--- src/rtl/core/fjt_pkg.sv ---
// ----------------------------------------------------------------------------
// fjt_pkg
// Shared types, codes and character helpers for the flat JSON list/map
// tokenizer.
// ----------------------------------------------------------------------------
package fjt_pkg;

  // default width of the saturating element counter
  localparam int COUNT_WIDTH_DEF = 16;
  // width of the element count on the result port
  localparam int OUT_COUNT_W     = 16;
  // result bundles held between front and back
  localparam int QDEPTH          = 4;
  localparam int QPTR_W          = $clog2(QDEPTH);
  // most results one byte can cause
  localparam int MAX_RES         = 3;

  // parser phase
  typedef enum logic [3:0] {
    PH_START = 4'd0,
    PH_ELEM  = 4'd1,
    PH_VAL   = 4'd2,
    PH_STR   = 4'd3,
    PH_ESC   = 4'd4,
    PH_HEX   = 4'd5,
    PH_TOK   = 4'd6,
    PH_AKEY  = 4'd7,
    PH_AVAL  = 4'd8,
    PH_DEAD  = 4'd9
  } phase_t;

  // result kinds
  localparam logic [1:0] KIND_DATA   = 2'd0;
  localparam logic [1:0] KIND_KEY    = 2'd1;
  localparam logic [1:0] KIND_ELEM   = 2'd2;
  localparam logic [1:0] KIND_STATUS = 2'd3;

  // status codes
  localparam logic [3:0] ST_OK         = 4'd0;
  localparam logic [3:0] ST_SHORT      = 4'd1;
  localparam logic [3:0] ST_BAD_START  = 4'd2;
  localparam logic [3:0] ST_BAD_END    = 4'd3;
  localparam logic [3:0] ST_STRAY_COMMA = 4'd4;
  localparam logic [3:0] ST_LONE_BSLASH = 4'd5;
  localparam logic [3:0] ST_SHORT_UNI  = 4'd6;
  localparam logic [3:0] ST_BAD_ESC    = 4'd7;
  localparam logic [3:0] ST_UNCLOSED   = 4'd8;
  localparam logic [3:0] ST_NO_COLON   = 4'd9;
  localparam logic [3:0] ST_NO_COMMA   = 4'd10;

  // characters
  localparam logic [7:0] CH_LBRACK = 8'h5B;
  localparam logic [7:0] CH_RBRACK = 8'h5D;
  localparam logic [7:0] CH_LBRACE = 8'h7B;
  localparam logic [7:0] CH_RBRACE = 8'h7D;
  localparam logic [7:0] CH_DQUOTE = 8'h22;
  localparam logic [7:0] CH_SQUOTE = 8'h27;
  localparam logic [7:0] CH_BSLASH = 8'h5C;
  localparam logic [7:0] CH_COMMA  = 8'h2C;
  localparam logic [7:0] CH_COLON  = 8'h3A;
  localparam logic [7:0] CH_LOW_U  = 8'h75;

  // one request's worth of results, at most three
  typedef struct packed {
    logic [1:0]                    n;
    logic [MAX_RES-1:0][1:0]       kind;
    logic [MAX_RES-1:0][7:0]       data;
    logic [3:0]                    status;
    logic [OUT_COUNT_W-1:0]        count;
  } bundle_t;

  // queue fill flags
  typedef struct packed {
    logic full;
    logic empty;
  } q_stat_t;

  function automatic logic is_space(input logic [7:0] c);
    return (c == 8'h20) || (c == 8'h09) || (c == 8'h0D) || (c == 8'h0A);
  endfunction

  function automatic logic is_token(input logic [7:0] c);
    return (c >= 8'h61 && c <= 8'h7A) || (c >= 8'h41 && c <= 8'h5A) ||
           (c >= 8'h30 && c <= 8'h39) || (c == 8'h5F) || (c == 8'h2D) ||
           (c == 8'h2E);
  endfunction

  // bit 4 flags a hex digit, bits 3:0 hold its value
  function automatic logic [4:0] hex_decode(input logic [7:0] c);
    logic [7:0] v;
    v = 8'h00;
    if (c >= 8'h30 && c <= 8'h39) begin
      v = c - 8'h30;
      return {1'b1, v[3:0]};
    end
    if (c >= 8'h61 && c <= 8'h66) begin
      v = c - 8'h57;
      return {1'b1, v[3:0]};
    end
    if (c >= 8'h41 && c <= 8'h46) begin
      v = c - 8'h37;
      return {1'b1, v[3:0]};
    end
    return 5'd0;
  endfunction

  // bit 8 flags a simple escape, bits 7:0 hold the decoded byte
  function automatic logic [8:0] esc_decode(input logic [7:0] c);
    logic [8:0] r;
    case (c)
      8'h5C:   r = {1'b1, 8'h5C};
      8'h2F:   r = {1'b1, 8'h2F};
      8'h74:   r = {1'b1, 8'h09};
      8'h72:   r = {1'b1, 8'h0D};
      8'h6E:   r = {1'b1, 8'h0A};
      8'h66:   r = {1'b1, 8'h0C};
      8'h62:   r = {1'b1, 8'h08};
      8'h22:   r = {1'b1, 8'h22};
      default: r = 9'd0;
    endcase
    return r;
  endfunction

endpackage

--- src/rtl/core/fjt_front.sv ---
// ----------------------------------------------------------------------------
// fjt_front
// Parser front end: takes one text byte per request, tracks the parse phase
// and builds the bundle of results that the byte causes.
// ----------------------------------------------------------------------------
module fjt_front #(
  parameter int COUNT_WIDTH = fjt_pkg::COUNT_WIDTH_DEF
) (
  input  logic             clk,
  input  logic             rst,
  input  logic             cfg_write,
  input  logic             cfg_data,
  input  logic             accept,
  input  logic [7:0]       text_byte,
  input  logic             final_byte,
  output logic             push,
  output fjt_pkg::bundle_t bundle
);
  import fjt_pkg::*;

  // state
  phase_t                 phase, phase_next;
  logic                   map_mode;
  logic                   single_quoted, single_quoted_next;
  logic [1:0]             hex_cnt, hex_cnt_next;
  logic [15:0]            hex_value, hex_value_next;
  logic                   start_bad, start_bad_next;
  logic [3:0]             first_error, first_error_next;
  logic [COUNT_WIDTH-1:0] count, count_next;
  logic                   in_key, in_key_next;

  // decode
  logic                   sp, tk, hx, is_q;
  logic [4:0]             hex_dec;
  logic [8:0]             esc_dec;
  logic [7:0]             lq, rq;
  logic                   in_begin, begin_quote, begin_tok, do_after, key_sel;
  logic                   key_colon, val_comma;
  logic                   hex_last;
  logic [15:0]            uni;
  logic                   live, start_step, fin_step;
  logic                   fin_elem;
  logic [3:0]             fin_status;
  logic [COUNT_WIDTH-1:0] count_inc, count_fin;
  logic [COUNT_WIDTH+OUT_COUNT_W-1:0] count_ext;

  // byte classes and shared decisions
  always_comb begin
    sp       = is_space(text_byte);
    tk       = is_token(text_byte);
    hex_dec  = hex_decode(text_byte);
    hx       = hex_dec[4];
    esc_dec  = esc_decode(text_byte);
    is_q     = text_byte == (single_quoted ? CH_SQUOTE : CH_DQUOTE);
    lq       = map_mode ? CH_LBRACE : CH_LBRACK;
    rq       = map_mode ? CH_RBRACE : CH_RBRACK;

    start_step = accept && (phase == PH_START);
    fin_step   = accept && (phase != PH_START) && final_byte;
    live       = accept && (phase != PH_START) && !final_byte && (phase != PH_DEAD);

    in_begin    = ((phase == PH_ELEM) && !sp && (text_byte != CH_COMMA)) ||
                  ((phase == PH_VAL) && !sp);
    begin_quote = in_begin && ((text_byte == CH_DQUOTE) || (text_byte == CH_SQUOTE));
    begin_tok   = in_begin && !begin_quote && tk;
    do_after    = (in_begin && !begin_quote && !tk) || ((phase == PH_TOK) && !tk) ||
                  (phase == PH_AKEY) || (phase == PH_AVAL);
    if (in_begin) begin
      key_sel = (phase == PH_ELEM) ? map_mode : 1'b0;
    end else if (phase == PH_AKEY) begin
      key_sel = 1'b1;
    end else if (phase == PH_AVAL) begin
      key_sel = 1'b0;
    end else begin
      key_sel = in_key;
    end
    key_colon = do_after && key_sel && (text_byte == CH_COLON);
    val_comma = do_after && !key_sel && (text_byte == CH_COMMA);

    hex_last = (phase == PH_HEX) && hx && (hex_cnt == 2'd3);
    uni      = {hex_value[11:0], hex_dec[3:0]};

    count_inc = (count == {COUNT_WIDTH{1'b1}}) ? count : count + 1'b1;

    // end of document checks, in priority order
    fin_elem   = 1'b0;
    fin_status = first_error;
    if (start_bad) begin
      fin_status = ST_BAD_START;
    end else if (text_byte != rq) begin
      fin_status = ST_BAD_END;
    end else begin
      case (phase)
        PH_STR:  fin_status = ST_UNCLOSED;
        PH_ESC:  fin_status = ST_LONE_BSLASH;
        PH_HEX:  fin_status = ST_SHORT_UNI;
        PH_TOK:  begin
          if (in_key) fin_status = ST_NO_COLON;
          else fin_elem = 1'b1;
        end
        PH_AKEY: fin_status = ST_NO_COLON;
        PH_AVAL: fin_elem = 1'b1;
        PH_VAL:  fin_elem = 1'b1;
        default: fin_status = first_error;
      endcase
    end
    count_fin = fin_elem ? count_inc : count;
    count_ext = {{OUT_COUNT_W{1'b0}}, count_fin};
  end

  // next state
  always_comb begin
    phase_next         = phase;
    single_quoted_next = single_quoted;
    hex_cnt_next       = hex_cnt;
    hex_value_next     = hex_value;
    start_bad_next     = start_bad;
    first_error_next   = first_error;
    count_next         = count;
    in_key_next        = in_key;

    if (start_step && !final_byte) begin
      if (text_byte != lq) begin
        start_bad_next = 1'b1;
        phase_next     = PH_DEAD;
      end else begin
        count_next       = '0;
        first_error_next = ST_OK;
        in_key_next      = 1'b0;
        phase_next       = PH_ELEM;
      end
    end else if (fin_step) begin
      // ready for the next document
      phase_next         = PH_START;
      single_quoted_next = 1'b0;
      hex_cnt_next       = 2'd0;
      hex_value_next     = 16'd0;
      start_bad_next     = 1'b0;
      first_error_next   = ST_OK;
      count_next         = '0;
      in_key_next        = 1'b0;
    end else if (live) begin
      case (phase)
        PH_ELEM: begin
          if (!sp && (text_byte == CH_COMMA)) begin
            first_error_next = ST_STRAY_COMMA;
            phase_next       = PH_DEAD;
          end
        end
        PH_STR: begin
          if (is_q) phase_next = in_key ? PH_AKEY : PH_AVAL;
          else if (text_byte == CH_BSLASH) phase_next = PH_ESC;
        end
        PH_ESC: begin
          if (text_byte == CH_LOW_U) begin
            hex_cnt_next   = 2'd0;
            hex_value_next = 16'd0;
            phase_next     = PH_HEX;
          end else if (esc_dec[8]) begin
            phase_next = PH_STR;
          end else begin
            first_error_next = ST_BAD_ESC;
            phase_next       = PH_DEAD;
          end
        end
        PH_HEX: begin
          if (!hx) begin
            first_error_next = ST_SHORT_UNI;
            phase_next       = PH_DEAD;
          end else begin
            hex_value_next = uni;
            hex_cnt_next   = hex_cnt + 2'd1;
            if (hex_last) phase_next = PH_STR;
          end
        end
        default: phase_next = phase;
      endcase

      // element opening
      if (begin_quote) begin
        single_quoted_next = (text_byte == CH_SQUOTE);
        in_key_next        = key_sel;
        phase_next         = PH_STR;
      end else if (begin_tok) begin
        in_key_next = key_sel;
        phase_next  = PH_TOK;
      end

      // separator after a key or an element
      if (do_after) begin
        in_key_next = key_sel;
        if (key_sel) begin
          if (sp) begin
            phase_next = PH_AKEY;
          end else if (key_colon) begin
            in_key_next = 1'b0;
            phase_next  = PH_VAL;
          end else begin
            first_error_next = ST_NO_COLON;
            phase_next       = PH_DEAD;
          end
        end else begin
          if (sp) begin
            phase_next = PH_AVAL;
          end else if (val_comma) begin
            count_next = count_inc;
            phase_next = PH_ELEM;
          end else begin
            first_error_next = ST_NO_COMMA;
            phase_next       = PH_DEAD;
          end
        end
      end
    end
  end

  // result bundle for this byte
  always_comb begin
    bundle = '0;
    if (start_step && final_byte) begin
      bundle.n       = 2'd1;
      bundle.kind[0] = KIND_STATUS;
      bundle.status  = ST_SHORT;
    end else if (fin_step) begin
      bundle.status = fin_status;
      bundle.count  = count_ext[OUT_COUNT_W-1:0];
      if (fin_elem) begin
        bundle.n       = 2'd2;
        bundle.kind[0] = KIND_ELEM;
        bundle.kind[1] = KIND_STATUS;
      end else begin
        bundle.n       = 2'd1;
        bundle.kind[0] = KIND_STATUS;
      end
    end else if (live) begin
      if (begin_tok || ((phase == PH_TOK) && tk) ||
          ((phase == PH_STR) && !is_q && (text_byte != CH_BSLASH))) begin
        bundle.n       = 2'd1;
        bundle.kind[0] = KIND_DATA;
        bundle.data[0] = text_byte;
      end else if ((phase == PH_ESC) && esc_dec[8]) begin
        bundle.n       = 2'd1;
        bundle.kind[0] = KIND_DATA;
        bundle.data[0] = esc_dec[7:0];
      end else if (key_colon) begin
        bundle.n       = 2'd1;
        bundle.kind[0] = KIND_KEY;
      end else if (val_comma) begin
        bundle.n       = 2'd1;
        bundle.kind[0] = KIND_ELEM;
      end else if (hex_last) begin
        // utf-8 encoding of the escaped code point
        if (uni < 16'h0080) begin
          bundle.n       = 2'd1;
          bundle.data[0] = uni[7:0];
        end else if (uni < 16'h0800) begin
          bundle.n       = 2'd2;
          bundle.data[0] = 8'hC0 | {3'b000, uni[10:6]};
          bundle.data[1] = 8'h80 | {2'b00, uni[5:0]};
        end else begin
          bundle.n       = 2'd3;
          bundle.data[0] = 8'hE0 | {4'h0, uni[15:12]};
          bundle.data[1] = 8'h80 | {2'b00, uni[11:6]};
          bundle.data[2] = 8'h80 | {2'b00, uni[5:0]};
        end
      end
    end
    push = bundle.n != 2'd0;
  end

  // registers
  always_ff @(posedge clk) begin
    if (rst) begin
      map_mode      <= 1'b0;
      phase         <= PH_START;
      single_quoted <= 1'b0;
      hex_cnt       <= 2'd0;
      hex_value     <= 16'd0;
      start_bad     <= 1'b0;
      first_error   <= ST_OK;
      count         <= '0;
      in_key        <= 1'b0;
    end else begin
      if (cfg_write) map_mode <= cfg_data;
      phase         <= phase_next;
      single_quoted <= single_quoted_next;
      hex_cnt       <= hex_cnt_next;
      hex_value     <= hex_value_next;
      start_bad     <= start_bad_next;
      first_error   <= first_error_next;
      count         <= count_next;
      in_key        <= in_key_next;
    end
  end

endmodule

--- src/rtl/core/fjt_queue.sv ---
// ----------------------------------------------------------------------------
// fjt_queue
// Short queue of result bundles between parser front and output back end.
// ----------------------------------------------------------------------------
module fjt_queue (
  input  logic             clk,
  input  logic             rst,
  input  logic             push,
  input  fjt_pkg::bundle_t wdata,
  input  logic             pop,
  output fjt_pkg::bundle_t rdata,
  output fjt_pkg::q_stat_t stat
);
  import fjt_pkg::*;

  bundle_t           entries [QDEPTH];
  logic [QPTR_W-1:0] wptr, rptr;
  logic [QPTR_W:0]   fill;

  // flags and head entry
  always_comb begin
    stat.full  = fill == QDEPTH[QPTR_W:0];
    stat.empty = fill == '0;
    rdata      = entries[rptr];
  end

  // storage
  always_ff @(posedge clk) begin
    if (push) entries[wptr] <= wdata;
  end

  // pointers and fill level
  always_ff @(posedge clk) begin
    if (rst) begin
      wptr <= '0;
      rptr <= '0;
      fill <= '0;
    end else begin
      if (push) wptr <= wptr + 1'b1;
      if (pop) rptr <= rptr + 1'b1;
      if (push && !pop) fill <= fill + 1'b1;
      else if (pop && !push) fill <= fill - 1'b1;
    end
  end

endmodule

--- src/rtl/core/fjt_back.sv ---
// ----------------------------------------------------------------------------
// fjt_back
// Output back end: walks the head bundle one result per cycle, while the output
// is free, into the output register.
// ----------------------------------------------------------------------------
module fjt_back (
  input  logic             clk,
  input  logic             rst,
  input  fjt_pkg::bundle_t head,
  input  fjt_pkg::q_stat_t stat,
  output logic             pop,
  output logic             out_valid,
  input  logic             out_ready,
  output logic [1:0]       kind,
  output logic [7:0]       data_byte,
  output logic [3:0]       status,
  output logic [15:0]      element_count,
  output logic             last
);
  import fjt_pkg::*;

  logic [1:0] idx;
  logic       take, is_last, is_status;

  // slot selection
  always_comb begin
    take      = !stat.empty && (!out_valid || out_ready);
    is_last   = idx == (head.n - 2'd1);
    is_status = head.kind[idx] == KIND_STATUS;
    pop       = take && is_last;
  end

  // slot index and valid
  always_ff @(posedge clk) begin
    if (rst) begin
      idx       <= 2'd0;
      out_valid <= 1'b0;
    end else begin
      if (take) idx <= is_last ? 2'd0 : idx + 2'd1;
      if (take) out_valid <= 1'b1;
      else if (out_ready) out_valid <= 1'b0;
    end
  end

  // output payload
  always_ff @(posedge clk) begin
    if (take) begin
      kind          <= head.kind[idx];
      data_byte     <= head.data[idx];
      status        <= is_status ? head.status : ST_OK;
      element_count <= is_status ? head.count : '0;
      last          <= is_last;
    end
  end

endmodule

--- src/rtl/core/flat_json_list_map_tokenizer_core.sv ---
// Path: an accepted byte's results go into the queue, then the output register.
// Throughput: one byte per cycle while the queue is not full; one result per
// cycle leaves the output register while out_ready allows, with a four-bundle
// queue absorbing the unicode escapes that expand to three bytes.
// Reset: synchronous rst clears parser state, counters, queue and map_mode;
// no clearing pass.
// ----------------------------------------------------------------------------
// flat_json_list_map_tokenizer_core
// Tokenizer for one flat JSON array or map: parser front end, result queue
// and output back end.
// ----------------------------------------------------------------------------
module flat_json_list_map_tokenizer_core #(
  parameter int COUNT_WIDTH = fjt_pkg::COUNT_WIDTH_DEF
) (
  input  logic        clk,
  input  logic        rst,
  input  logic        cfg_write,
  input  logic        cfg_data,
  input  logic        in_valid,
  output logic        in_ready,
  input  logic [7:0]  text_byte,
  input  logic        final_byte,
  output logic        out_valid,
  input  logic        out_ready,
  output logic [1:0]  kind,
  output logic [7:0]  data_byte,
  output logic [3:0]  status,
  output logic [15:0] element_count,
  output logic        last
);
  import fjt_pkg::*;

  logic    accept, push, pop;
  bundle_t front_bundle, head;
  q_stat_t qstat;

  // input handshake
  assign in_ready = !qstat.full;
  assign accept   = in_valid && in_ready;

  // parser front end
  fjt_front #(
    .COUNT_WIDTH(COUNT_WIDTH)
  ) u_front (
    .clk        (clk),
    .rst        (rst),
    .cfg_write  (cfg_write),
    .cfg_data   (cfg_data),
    .accept     (accept),
    .text_byte  (text_byte),
    .final_byte (final_byte),
    .push       (push),
    .bundle     (front_bundle)
  );

  // result queue
  fjt_queue u_queue (
    .clk   (clk),
    .rst   (rst),
    .push  (push),
    .wdata (front_bundle),
    .pop   (pop),
    .rdata (head),
    .stat  (qstat)
  );

  // output back end
  fjt_back u_back (
    .clk           (clk),
    .rst           (rst),
    .head          (head),
    .stat          (qstat),
    .pop           (pop),
    .out_valid     (out_valid),
    .out_ready     (out_ready),
    .kind          (kind),
    .data_byte     (data_byte),
    .status        (status),
    .element_count (element_count),
    .last          (last)
  );

`ifndef SYNTHESIS
  // status and count only ride on a status result
  a_status_only: assert property (@(posedge clk) disable iff (rst)
    out_valid && (kind != KIND_STATUS) |-> (status == ST_OK) && (element_count == '0))
    else $error("status or count set on a non-status result");

  // a status result always closes its request's results
  a_status_last: assert property (@(posedge clk) disable iff (rst)
    out_valid && (kind == KIND_STATUS) |-> last)
    else $error("status result not marked last");

  // only data results carry a byte
  a_data_zero: assert property (@(posedge clk) disable iff (rst)
    out_valid && (kind != KIND_DATA) |-> (data_byte == 8'h00))
    else $error("data byte set on a mark or status result");

  // the back end never drains an empty queue
  a_no_underflow: assert property (@(posedge clk) disable iff (rst)
    pop |-> !qstat.empty)
    else $error("queue popped while empty");
`endif

endmodule

--- config.mk ---
export PLATFORM = sky130hd
export DESIGN_NAME = flat_json_list_map_tokenizer_core
export DESIGN_NICKNAME = d
export VERILOG_FILES = /design/src/rtl/core/fjt_pkg.sv /design/src/rtl/core/fjt_front.sv /design/src/rtl/core/fjt_queue.sv /design/src/rtl/core/fjt_back.sv /design/src/rtl/core/flat_json_list_map_tokenizer_core.sv
export SDC_FILE = /design/constraint.sdc
export NUM_CORES = 1
export LEC_CHECK = 0
export ABC_AREA = 0
export BUFFER_PORTS_ARGS = -buffer_cell sky130_fd_sc_hd__buf_4
export CAP_MARGIN = 25
export CORE_MARGIN = 8
export CORE_UTILIZATION = 50
export CTS_BUF_LIST = sky130_fd_sc_hd__clkbuf_2
export DETAILED_ROUTE_END_ITERATION = 8
export PLACE_DENSITY = 0.67
export SYNTH_ARGS = -nofsm -noshare
export SYNTH_HDL_FRONTEND = slang
export SYNTH_HIERARCHICAL = 1
export SYNTH_SLANG_ARGS = --single-unit
--- constraint.sdc ---
create_clock -name clk -period 7.2 [get_ports clk]
set_input_delay 1.44 -clock clk [delete_from_list [all_inputs] [get_ports clk]]
set_output_delay 1.44 -clock clk [all_outputs]
set_load 0.05 [all_outputs]
==> results by group <==
Timing
  – Clock skew: 104 ps
  – Worst Max-Slew Pin Slew: 1040 ps
  – Setup TNS: 0 ps
  – Final period util: 73.8%
  – Final setup viols: 0
  – RSZ-0062 raised after global routing: false
  – Final min period: 5310 ps
  – Final Hold Vio Count: 0
  – FMAX: 0.188 GHz
  – Slew Limit Fails: 0
  – Slew Limit Headroom: 30.3%

Power
  – Int Power: 0.00308 W
  – Worst vdd ir: 0.177 mV
  – Net switching power: 0.00165 W
  – Comb power frac: 28.6%
  – Power Dens Cells: 311 nW/um^2
  – Leak: 5.27 nW
  – Power share of the clock group: 25.7%
  – Switching Fraction: 34.9%
  – Sequential power share: 45.7%

Synthesis
  – Synth Cell Area: 13,800 um^2
  – Largest family of logic cells by synthesized area: simple AND/OR/NAND/NOR gates
  – Avg Cell Area, Syn: 13.1 um^2
  – Post-Synth Simple-Gate Area: 12.4%
  – Post-synth ARST share: 0%
  – Yosys warns: 6
  – Syn Inst Count: 1,052
  – Mux contribution to synthesized area: 9.70%
  – Adder-cell share of the synthesized area: 1.23%
  – XOR/XNOR Fraction of Synth Area: 1.33%
  – EDFF count, synth: 239
  – Compound-Gate Fraction of Synth Area: 11.3%
  – Post-synth top flop: edfxtp_1
  – Unique masters post-synth: 94
  – Sequential element share of the synthesized area: 59.7%
  – Synthesized flop and latch total: 293

Setup path
  – Critical Path RT: 7940 ps
  – Crit Path Class: input port to register
  – Critical Path Start Type: input port
  – CP Cell Sequence: buf_4 -> inv_1 -> ha_1 -> nor2_1 -> o311a_1 -> o311ai_1 -> nor2_1 -> o22ai_1 -> a2111oi_1 -> a22oi_1 -> ha_1 -> inv_1 -> fa_1 -> xor2_1 -> or3_1 -> a21oi_1
  – CP Max Fanout: 10
  – CP delay by family, top: compound AO/OA/AOI/OAI gates
  – Slowest-stage cell, CP: o22ai_1
  – Delay of the slowest critical-path stage: 650 ps
  – Number of buffers and inverters on the critical path: 3
  – Crit end category: register
  – CP Data Arrival Time: 6050 ps

Worst hold path
  – Min-Delay Path Class: register to register

Clock network
  – Clock sink count: 293
  – CTS Hold Bufs: 0
  – CTS Buffer Depth: 3
  – Clk root buf: clkbuf_2
  – CTS buffer count: 75
  – Post-CTS setup buffers: 0
  – Worst-path clk slew: 100 ps
  – Skew-Pair Late Insertion Delay: 850 ps
  – H-tree lvl count: 3
  – PostCTS Resize Cnt: 0
  – CTS tree: yes

Floorplanning
  – Die Y: 182 um
  – Die area: 33,200 um^2
  – Core area: 27,500 um^2
  – Row count: 61
  – # IOs: 48
  – Starting density of the core: 50.3%
  – Die W: 182 um

Route
  – Final WL: 30,100 um
  – Pre-antenna DRT Iters: 5
  – Vias per std cell: 5.97
  – Routed via count: 9,081
  – DR iter-0 viols: 910
  – Residual DRC count: 0
  – Wire per inst: 19.8 um
  – Post-DRT Antenna Nets: 0

Global route
  – First-pass GRT wire length: 48,300 um
  – Largest net degree at the start of global routing: 53
  – Total grt overflow: 0
  – Initial antenna violation count: 2
  – GRT Util Overall: 18.2%
  – Vias in the first global route: 8,911

Cells and area
  – Fillers: 2,290
  – Area Overhead vs Synth: 9.87%
  – Post-Layout Cell Count: 1,520
  – Nets: 1,146
  – Share of cells above drive strength 1: 23.4%

Placed design
  – Placer Congestion: 0.952
  – Dpl hpwl: 19,600 um
  – Dpl cells: 1,384
  – Buffers on Ports: 47

Run status
  – Status: complete, no violations

Run
  – Maxcap violations: 0
==> tightest hold or removal path, stage by stage, from the launching register on <==
cell     delay [ps]
dfxtp_1         320
nand2_1          50
o32ai_1          60
==> state kept, by name, indices dropped and copies added, names as in the netlist, named ones only <==
register / flops
u_back/data_byte: 8
u_back/element_count: 16
u_back/idx: 2
u_back/kind: 2
u_back/last: 1
u_back/out_valid: 1
u_back/status: 4
u_front/count: 16
u_front/first_error: 4
u_front/hex_cnt: 2
u_front/hex_value: 12
u_front/in_key: 1
u_front/map_mode: 1
u_front/phase: 4
u_front/single_quoted: 1
u_front/start_bad: 1
u_queue/entries: 208
u_queue/fill: 3
u_queue/rptr: 2
u_queue/wptr: 2
==> stage by stage <==
step	power (W)	setup WS [ps]	area [um^2]	hold WS, ps	util (%)
detailed placement	0.00351	1160	14400	465	52.3
global placement	0.00348	1240	14300	469	52.2
global route	0.00497	1640	15200	505	55.3
finish	0.00472	1890	15200	474	55.3
CTS	0.00474	2010	15100	477	55.1
floorplan	0.00318	1570	13800	439	-
==> synth_stat cells, drive strengths merged, types with 21 or more instances <==
cell	n	area, um^2
mux4	52	1180
nor2	88	335
nor3	32	165
dfxtp	54	1080
edfxtp	239	7180
clkbuf	37	140
buf	38	300
o21ai	45	225
a22oi	21	158
inv	40	150
nand2	56	210
nand3	33	165
a21oi	35	175
==> cell usage in the layout, fill, tap and decap left out, types with 11 or more instances in the layout <==
cell type    n
a21oi_1     35
a22oi_1     21
buf_4       52
clkbuf_2   103
clkinv_1    13
dfxtp_1     52
edfxtp_1   239
ha_1        12
inv_1       40
mux2i_1     14
mux4_2      50
nand2_1     56
nand2b_1    15
nand3_1     33
nor2_1      85
nor2b_1     13
nor3_1      30
o211ai_1    19
o21ai_0     40
xor2_1      11
==> area by class of cell <==
| type | count | area, um^2 | area share [%] |
|---|---|---|---|
| Timing Repair Buffer | 61 | 559 | 3.68 |
| Sequential cell | 293 | 8260 | 54.4 |
| Inverter | 40 | 150 | 0.988 |
| Tap cell | 346 | 433 | 2.85 |
| Clock inverter | 29 | 251 | 1.66 |
| Clock buffer | 103 | 515 | 3.39 |
| Antenna cell | 1 | 2.50 | 0.0165 |
| Multi-Input combinational cell | 647 | 5020 | 33.0 |
==> cells by family after synthesis <==
group           Yosys count
compound gates          217
xor+xnor                 21
fa+ha+maj                13
buf+inv                 115
flops                   293
mux                      68
other cells               1
simple gates            324
==> power groups by stage <==
stage               sequential (W)  clock [W]  combinational [W]
floorplan                  0.00248          0           0.000697
global placement           0.00223          0            0.00125
detailed placement         0.00221          0            0.00130
CTS                        0.00217    0.00126            0.00131
global route               0.00218    0.00135            0.00144
finish                     0.00216    0.00122            0.00135
==> routing by layer <==
metal	up-vias	global-route usage, %	wire length [um]
met5	-	0	13
met4	2	6.46	554
met3	53	3.42	2020
met2	334	28.1	13700
met1	4443	25.5	13800
li1	4249	-	-
==> worst paths after layout <==
check | from | to | slack, ps | cells past startpoint
worst max register to register | u_front/phase[0] | u_queue/fill[2] | 2500 | 13
worst min register to register | u_front/first_error[3] | u_front/first_error[3] | 470 | 2
worst min-delay path | u_front/first_error[3] | u_front/first_error[3] | 470 | 2
worst max-delay path | text_byte[1] | u_queue/fill[2] | 1890 | 16
No activity file was read; power rests on OpenSTA's default activity.
